<file path="src/design/upqv_pkg.sv">
package upqv_pkg;

    localparam logic [7:0] CH_SLASH    = 8'h2F;
    localparam logic [7:0] CH_QUESTION = 8'h3F;
    localparam logic [7:0] CH_EQUAL    = 8'h3D;
    localparam logic [7:0] CH_AMP      = 8'h26;
    localparam logic [7:0] CH_PERCENT  = 8'h25;
    localparam logic [7:0] CH_DOLLAR   = 8'h24;
    localparam logic [7:0] CH_DOT      = 8'h2E;
    localparam logic [7:0] CH_TILDE    = 8'h7E;
    localparam logic [7:0] CH_AT       = 8'h40;
    localparam logic [7:0] CH_BANG     = 8'h21;
    localparam logic [7:0] CH_COLON    = 8'h3A;
    localparam logic [7:0] CH_SEMI     = 8'h3B;
    localparam logic [7:0] CH_UNDER    = 8'h5F;
    localparam logic [7:0] CH_DIGIT_LO = 8'h30;
    localparam logic [7:0] CH_DIGIT_HI = 8'h39;
    localparam logic [7:0] CH_UPPER_LO = 8'h41;
    localparam logic [7:0] CH_UPPER_HI = 8'h5A;
    localparam logic [7:0] CH_LOWER_LO = 8'h61;
    localparam logic [7:0] CH_LOWER_HI = 8'h7A;
    localparam logic [7:0] CH_HEX_UC_HI = 8'h46;
    localparam logic [7:0] CH_HEX_LC_HI = 8'h66;

    localparam logic [1:0] HEX_DIGITS = 2'd2;

    typedef struct packed {
        logic       seen_first;
        logic       failed;
        logic       in_query;
        logic       segment_nonempty;
        logic       query_started_empty;
        logic       in_value;
        logic       part_nonempty;
        logic [1:0] hex_pending;
    } parse_state_t;

    function automatic logic is_hex(input logic [7:0] c);
        is_hex = (c >= CH_DIGIT_LO && c <= CH_DIGIT_HI)
              || (c >= CH_LOWER_LO && c <= CH_HEX_LC_HI)
              || (c >= CH_UPPER_LO && c <= CH_HEX_UC_HI);
    endfunction

    function automatic logic in_segment_class(input logic [7:0] c);
        in_segment_class = (c >= CH_LOWER_LO && c <= CH_LOWER_HI)
                        || (c >= CH_UPPER_LO && c <= CH_UPPER_HI)
                        || (c >= CH_DIGIT_LO && c <= CH_DIGIT_HI)
                        || (c >= CH_DOLLAR && c <= CH_DOT)
                        || c == CH_BANG || c == CH_COLON || c == CH_SEMI
                        || c == CH_EQUAL || c == CH_UNDER || c == CH_TILDE
                        || c == CH_AT || c == CH_PERCENT;
    endfunction

endpackage

</file>
<file path="src/design/url_path_query_validator_unit.sv">
// Checks an HTTP origin-form request target ("/path?query") that arrives one
// byte per transaction, with last_char set on the final byte. Only the final
// byte produces an output transaction, whose accepted bit is 1 for a valid
// target; all other bytes produce none. The block takes one byte per cycle
// back to back unless stalled: a byte is captured in an input register, the
// parse flags are updated by a single level of compare logic, and the verdict
// is held in an output register. A final byte goes through the input register
// and then the output register. The input stalls only when an earlier verdict
// is still waiting downstream and the byte in the input register is a final byte.
module url_path_query_validator_unit
(
    input  logic       clk,
    input  logic       rst_n,
    input  logic       in_valid,
    output logic       in_stall,
    input  logic [7:0] character,
    input  logic       last_char,
    output logic       out_valid,
    input  logic       out_stall,
    output logic       accepted
);

    logic                   s1_valid_reg;
    logic [7:0]             s1_char_reg;
    logic                   s1_last_reg;
    upqv_pkg::parse_state_t state_reg;
    upqv_pkg::parse_state_t state_next;
    logic                   out_valid_reg;
    logic                   accepted_reg;
    logic                   ok;
    logic                   out_free;
    logic                   advance;

    assign out_free = !out_valid_reg || !out_stall;
    assign advance  = s1_valid_reg && (!s1_last_reg || out_free);
    assign in_stall = s1_valid_reg && !advance;

    assign out_valid = out_valid_reg;
    assign accepted  = accepted_reg;

    always_comb
    begin
        upqv_pkg::parse_state_t st;
        logic [7:0]             c;
        st = state_reg;
        c  = s1_char_reg;
        if (!state_reg.failed)
        begin
            if (!state_reg.seen_first)
            begin
                st.seen_first = 1'b1;
                if (c != upqv_pkg::CH_SLASH)
                    st.failed = 1'b1;
            end
            else if (state_reg.hex_pending != 2'd0)
            begin
                if (!upqv_pkg::is_hex(c))
                    st.failed = 1'b1;
                else
                begin
                    st.hex_pending = state_reg.hex_pending - 2'd1;
                    if (state_reg.in_query)
                        st.part_nonempty = 1'b1;
                    else
                        st.segment_nonempty = 1'b1;
                end
            end
            else if (!state_reg.in_query)
            begin
                if (c == upqv_pkg::CH_SLASH)
                begin
                    if (!state_reg.segment_nonempty)
                        st.failed = 1'b1;
                    st.segment_nonempty = 1'b0;
                end
                else if (c == upqv_pkg::CH_PERCENT)
                    st.hex_pending = upqv_pkg::HEX_DIGITS;
                else if (c == upqv_pkg::CH_QUESTION)
                begin
                    st.in_query            = 1'b1;
                    st.query_started_empty = 1'b1;
                end
                else if (upqv_pkg::in_segment_class(c))
                    st.segment_nonempty = 1'b1;
                else
                    st.failed = 1'b1;
            end
            else
            begin
                st.query_started_empty = 1'b0;
                if (c == upqv_pkg::CH_EQUAL)
                begin
                    if (!state_reg.part_nonempty || state_reg.in_value)
                        st.failed = 1'b1;
                    st.part_nonempty = 1'b0;
                    st.in_value      = 1'b1;
                end
                else if (c == upqv_pkg::CH_AMP)
                begin
                    if (!state_reg.part_nonempty || !state_reg.in_value)
                        st.failed = 1'b1;
                    st.part_nonempty = 1'b0;
                    st.in_value      = 1'b0;
                end
                else if (c == upqv_pkg::CH_PERCENT)
                    st.hex_pending = upqv_pkg::HEX_DIGITS;
                else if (upqv_pkg::in_segment_class(c))
                    st.part_nonempty = 1'b1;
                else
                    st.failed = 1'b1;
            end
        end

        ok = !st.failed && st.seen_first && (st.hex_pending == 2'd0)
          && !(st.in_query && (st.query_started_empty || !st.in_value));

        // A final byte closes the target, so the flags start over for the next one.
        if (s1_last_reg)
            state_next = '0;
        else
            state_next = st;
    end

    always_ff @(posedge clk or negedge rst_n)
    begin
        if (!rst_n)
        begin
            s1_valid_reg  <= 1'b0;
            state_reg     <= '0;
            out_valid_reg <= 1'b0;
        end
        else
        begin
            if (!in_stall)
                s1_valid_reg <= in_valid;
            if (advance)
                state_reg <= state_next;
            if (advance && s1_last_reg)
                out_valid_reg <= 1'b1;
            else if (!out_stall)
                out_valid_reg <= 1'b0;
        end
    end

    always_ff @(posedge clk)
    begin
        if (!in_stall && in_valid)
        begin
            s1_char_reg <= character;
            s1_last_reg <= last_char;
        end
        if (advance && s1_last_reg)
            accepted_reg <= ok;
    end

    assert property (@(posedge clk) disable iff (!rst_n)
        advance && s1_last_reg |=> state_reg == '0)
        else $error("parse flags not cleared after a final byte");

    assert property (@(posedge clk) disable iff (!rst_n)
        state_reg.hex_pending != 2'd3)
        else $error("escape digit count out of range");

    assert property (@(posedge clk) disable iff (!rst_n)
        $rose(out_valid_reg) |-> $past(advance && s1_last_reg))
        else $error("verdict produced without a final byte");

    assert property (@(posedge clk) disable iff (!rst_n)
        in_stall |-> s1_valid_reg && s1_last_reg && out_valid_reg)
        else $error("input stalled without a blocked verdict");

endmodule
</file>
<file path="config.mk">
export PLATFORM = sky130hd
export DESIGN_NAME = url_path_query_validator_unit
export DESIGN_NICKNAME = d
export VERILOG_FILES = /design/src/design/upqv_pkg.sv /design/src/design/url_path_query_validator_unit.sv
export SDC_FILE = /design/constraint.sdc
export NUM_CORES = 1
export LEC_CHECK = 0
export BUFFER_PORTS_ARGS = -buffer_cell sky130_fd_sc_hd__buf_2
export CAP_MARGIN = 15
export CELL_PAD_IN_SITES_DETAIL_PLACEMENT = 1
export CELL_PAD_IN_SITES_GLOBAL_PLACEMENT = 2
export CORE_AREA = 2 2 64 66
export CTS_BUF_LIST = sky130_fd_sc_hd__clkbuf_8
export CTS_CLUSTER_DIAMETER = 150
export CTS_CLUSTER_SIZE = 28
export DETAILED_ROUTE_END_ITERATION = 10
export DIE_AREA = 0 0 66 68
export PLACE_DENSITY = 0.85
export SYNTH_ARGS = -nofsm -noshare
export SYNTH_HDL_FRONTEND = slang
export SYNTH_SLANG_ARGS = --single-unit
export TNS_END_PERCENT = 20
</file>
<file path="constraint.sdc">
create_clock -name clk -period 3.1 [get_ports clk]
set_input_delay 0.155 -clock clk [delete_from_list [all_inputs] [get_ports clk]]
set_output_delay 0.155 -clock clk [all_outputs]
set_load 0.01 [all_outputs]
</file>
==> run metrics, run 1 <==
status completed; htree depth 1; # fillers approximately 470; TritonCTS buffer count 3; Final Slew Violations 0; Setup TNS 0 ns; Slew HR between 60% and 70%; CTS tree yes; RSZ-0062 raised after global routing false; footprint of the multi-input gates 709 sq um; Critical path buffers and inverters 0; drt pass-1 iters 4; vias in the first global route ~1300; Max FO, Critical Path 13; #FFs+latches synth 21; VDD IR-drop max roughly 280 uV; Hold WC Path Type input pin to flop; fin crit period approximately 2.5 ns; largest net degree at the start of global routing 14; Post-DRT Antenna Nets 0; worst r2r dst state_reg[2]; Die Y 68 microns; R2R Setup Slk slightly below 0.6 ns; critical path depth 6; Post-synth ARST share between 50% and 60%; core area between 3000 and 4000 sq um; clk buf depth 2; Tcrit/Tclk final roughly four fifths; sequential cell area fraction in the yosys report a little over two fifths; 1st-iter DRT viols 62; max_cap viols 0; WP data required ~3.3 ns; layout cell share with drive strength beyond 1 14.9%; Ant. Diodes 0; most frequent cells in the layout buf_2 (15), nand2_1 (13), nor2_1 (11), dfrtp_1 (11), edfxtp_1 (10); Critical Path Max Stage Delay ~0.58 ns; Initial Utilization between 30% and 40%; CTS resizes 0; Distinct cells, synth 50; worst-path cell chain or4_4, or3_1, a21o_1, and4_4, a221o_1, a21o_1; worst-skew pair later-pin latency 0.27 ns; Post-Synthesis Cells around 150; io pins 16; Post-CTS Hold Fix Bufs 1; final hold viol count 0; Mapped Area between 1000 and 1500 sq um; Reg clk slew, reported paths about 0.080 ns; vias between 1000 and 1500; CP Capture Type flop; initial antenna violation count 0; most common cell after layout, fill and taps aside buf_2; final core occ 39.0%; Leakage Power just under 0.6 nW; Layout Area Growth over Synthesis 11.3%; GPL Wtd Cong between 0.8 and 0.9; Synth Flop Type dfrtp_1; Detailed Place HPWL between 2000 and 3000 microns; hold depth 1; final routed DRC violation total 0; Die ar. about 4500 sq um; setup bufs post-CTS 0; sequential cell area 576 sq um; CP dominant cell by count a21o_1; Pwr per Cell Area roughly 450 nW/um^2; worst hold endpoint s1_last_reg; grt ovf 0; Ys Warns 0; Startpoint Class flop; Final nets approximately 180; Clock Skews about 0.008 ns; EDFF count, synth 10; global-route wire length before repair ~6000 microns; IO buf count 15; clk root buf clkbuf_8; Reg2Reg Launch Point s1_char_reg[2]; Setup CP Type flop to flop; top cell family by delay on the critical path simple AND/OR/NAND/NOR gates; Syn Nets 162; hold path start last_char; fmax 0.397 GHz; Largest register FFs 9; syn avg cell area roughly 9 sq um; GRT Resource Usage Total approximately 18%; routed vias/inst between 5 and 6; row cnt 23; routed len/inst roughly 17 microns; die span in x around 66 microns; # setup viols final 0; CTS sink cnt 21; Slew @ Worst Pin about 0.45 ns; R2R cell count 6; critical path's slowest cell edfxtp_1; Worst EP arrival 2.67 ns; Total Wirelength around 3600 microns
==> metal layers <==
metal	global-route usage, %	routed length (microns)	vias up	share of wire (%)
li1	-	-	585	-
met1	22.2	1650	616	46
met2	30.8	1810	17	50
met3	1.48	54	7	1.5
met4	8.42	78	0	2.2
met5	0	0	-	0
==> power breakdown <==
| part | total (mW) | internal (mW) | switching [mW] |
|---|---|---|---|
| logic | 0.132 | 0.0585 | 0.0731 |
| clock network | 0.182 | 0.0898 | 0.0923 |
| registers | 0.357 | 0.322 | 0.0353 |
==> stage by stage <==
stage / power (mW) / instances / hold slack, ns / area, sq um / setup slack (ns)
after floorplan: 0.446 / 148 / -0.141 / 1350 / 0.805
after global placement: 0.484 / 206 / 0.0341 / 1450 / 0.632
after detailed placement: 0.492 / 206 / 0.0412 / 1450 / 0.614
after CTS: 0.671 / 211 / 0.0577 / 1510 / 0.601
after global routing: 0.707 / 211 / 0.0463 / 1510 / 0.480
final: 0.671 / 211 / 0.0549 / 1510 / 0.582
==> cells by family (layout without fill, tap and decap cells) <==
family	count (synthesis)	in the layout	synth area share [%]
flip-flops	21	21	42.6
buffers and inverters	14	27	5.00
AND/OR/NAND/NOR	69	69	27.9
XOR/XNOR	2	2	1.30
AO/OA/AOI/OAI	41	41	22.3
adder cells (fa/ha/maj)	1	1	0.925
==> layout make-up <==
cell class / instances / share of cell area, %
flip-flops and latches: 21 / 38.2
inverters: 7 / 1.75
repair buffers: 16 / 5.65
clock buffers: 3 / 2.74
well taps: 50 / 4.16
clock inverters: 1 / 0.333
multi-input cells: 113 / 47.1
==> how the worst max path moves through the flow <==
stage / startpoint / endpoint / slack (ns)
2_1_floorplan: s1_char_reg[1] / state_reg[2] / 0.80
3_3_place_gp: s1_char_reg[2] / state_reg[5] / 0.63
3_5_place_dp: s1_char_reg[1] / state_reg[5] / 0.61
4_1_cts: s1_char_reg[2] / state_reg[5] / 0.60
5_1_grt: s1_char_reg[2] / state_reg[2] / 0.48
6_report: s1_char_reg[2] / state_reg[2] / 0.58
==> synthesized netlist by cell type, types with 2 or more instances <==
cell      count  area share, %
a21oi_1       3            1.1
nand4_1       3            1.4
edfxtp_1     10             22
a22o_1        2            1.3
o21bai_1      2            1.1
o21ai_0       8            3.0
nor2b_1       2           0.92
nor2_1       11            3.1
nor4_1        3            1.4
xnor2_1       2            1.3
a221o_1       2            1.5
nand3b_1      2            1.1
or3_1         3            1.4
o22ai_1       3            1.4
dfrtp_1      11             20
nor3_1        8            3.0
nand2_1      13            3.6
a31oi_1       2           0.92
clkbuf_1      4            1.1
nand2b_1      6            2.8
a21o_1        4            2.2
inv_1         7            1.9
and2_1        2           0.92
nand3_1       7            2.6
buf_6         2            1.7
o31ai_1       2            1.1
No activity file was read; power rests on OpenSTA's default activity.
==> inputs of run 2 (changes only) <==
- clock period: 3.1 -> 2.45 ns (I/O delays scaled with it)
==> run metrics, run 2 (synthesis results as in run 1) <==
status completed; CTS sink cnt 21 (unchanged); Critical Path Max Stage Delay 0.55 ns (-0.03 ns); Setup TNS 0 ns (unchanged); Clock Skews 0.00605 ns (-0.00179 ns); CTS resizes 0 (unchanged); Worst EP arrival 2.53 ns (-0.14 ns); GPL Wtd Cong 0.814 (+1.4%); RSZ-0062 raised after global routing false; htree depth 1 (unchanged); Ant. Diodes 0 (unchanged); GRT Resource Usage Total 19.6% (+1.9 points); Max FO, Critical Path 4 (-9); routed len/inst 17.0 microns (about the same); initial antenna violation count 0 (unchanged); CP Capture Type flop; Die Y 68 microns (unchanged); Critical path buffers and inverters 0 (unchanged); Final nets 186 (+5.7%); fmax 0.431 GHz (+8.6%); final core occ 41.0% (+1.9 points); Setup CP Type flop to flop; Largest register FFs 9 (unchanged); global-route wire length before repair 6560 microns (+8.9%); Layout Area Growth over Synthesis 16.8%; clk buf depth 2 (unchanged); layout cell share with drive strength beyond 1 19.9% (+5.0 points); Final Slew Violations 0 (unchanged); CTS tree yes; # fillers 470 (-0.84%); Slew HR 69.2% (-0.18 points); top cell family by delay on the critical path simple AND/OR/NAND/NOR gates; max_cap viols 0 (unchanged); critical path's slowest cell or4_4; io pins 16 (unchanged); Die ar. 4490 sq um (unchanged); grt ovf 0 (unchanged); Detailed Place HPWL 2930 microns (+7.7%); Total Wirelength 3770 microns (+4.8%); CP dominant cell by count a21o_1; worst-skew pair later-pin latency 0.27 ns (about the same); final routed DRC violation total 0 (unchanged); 1st-iter DRT viols 64 (+3.2%); WP data required 2.66 ns (-0.60 ns); final hold viol count 0 (unchanged); hold path start last_char; vias in the first global route 1375 (+9.3%); Hold WC Path Type input pin to flop; Reg clk slew, reported paths 0.08 ns (about the same); TritonCTS buffer count 3 (unchanged); drt pass-1 iters 4 (unchanged); Leakage Power 0.630 nW (+8.0%); core area 3860 sq um (unchanged); most common cell after layout, fill and taps aside buf_2; Startpoint Class flop; # setup viols final 0 (unchanged); largest net degree at the start of global routing 13 (-1); vias 1268 (+3.5%); most frequent cells in the layout buf_2 (15), nand2_1 (13), nor2_1 (11), dfrtp_1 (11); Reg2Reg Launch Point s1_char_reg[1]; Tcrit/Tclk final 94.6% (+13 points); setup bufs post-CTS 0 (unchanged); Pwr per Cell Area 544 nW/um^2 (+22%); worst setup path start s1_char_reg[1]; worst-path cell chain or4_4, or3_1, a21o_1, and4_4, a2111oi_1, a21o_1; fin crit period 2.32 ns (-0.200 ns); row cnt 23 (unchanged); Post-DRT Antenna Nets 0 (unchanged); routed vias/inst 5.74 (-1.2%); die span in x 66 microns (unchanged); Slew @ Worst Pin 0.450 ns (+0.00264 ns); clk root buf clkbuf_8; IO buf count 15 (unchanged); Initial Utilization 35.1% (unchanged); VDD IR-drop max 358 uV (+29%)
[run 2: cell types whose count changed in the layout (fill, tap and decap cells not counted), sizes merged]
cell | previous run | this run
buf | 15 | 25
[run 2: final cells by class]
type                            instances  area (sq um)  share of cell area (%)
Clock buffer                            3          41.3                    2.61
Clock inverter                          1          5.00                   0.317
Inverter                                7          26.3                    1.66
Multi-Input combinational cell        113           709                    44.9
Sequential cell                        21           576                    36.4
Tap cell                               50          62.6                    3.96
Timing Repair Buffer                   26           160                    10.1
[run 2: report_power, final]
part           switching (mW)  total (mW)  internal, mW
Combinational           0.108       0.192        0.0842
Sequential             0.0298       0.436         0.407
Clock                   0.118       0.232         0.114
[run 2: worst paths after layout]
kind | depth (start not counted) | slack [ns] | to
min | 1 | 0.02 | s1_last_reg
max reg2reg | 6 | 0.13 | state_reg[2]
max | 6 | 0.13 | state_reg[2]
max in group asynchronous | 2 | 1.98 | state_reg[4]
min reg2reg | 1 | 0.49 | state_reg[2]
min in group asynchronous | 2 | 0.25 | s1_valid_reg
[run 2: routing by layer]
metal	vias to the layer above	share of wire, %	wire [microns]	track usage, %
li1	601	-	-	-
met1	627	42	1590	22.9
met2	35	52	1950	35.4
met3	5	4.4	167	2.96
met4	0	1.4	54	9.18
met5	-	0	0	0
[run 2: repair_timing]
item,4_1_cts,5_1_grt
hold buffers,1,0
endpoints found under the setup margin,0,0
endpoints found under the hold margin,11,0
[run 2: stage by stage]
stage	power, mW	setup WS (ns)	cell area (sq um)	hold WS [ns]	std cells
floorplan	0.565	0.155	1350	-0.173	148
global placement	0.623	0.181	1520	0.00938	216
detailed placement	0.634	0.159	1520	0.0141	216
CTS	0.866	0.134	1580	0.0207	221
global route	0.910	0.0155	1580	0.0139	221
finish	0.860	0.132	1580	0.0215	221
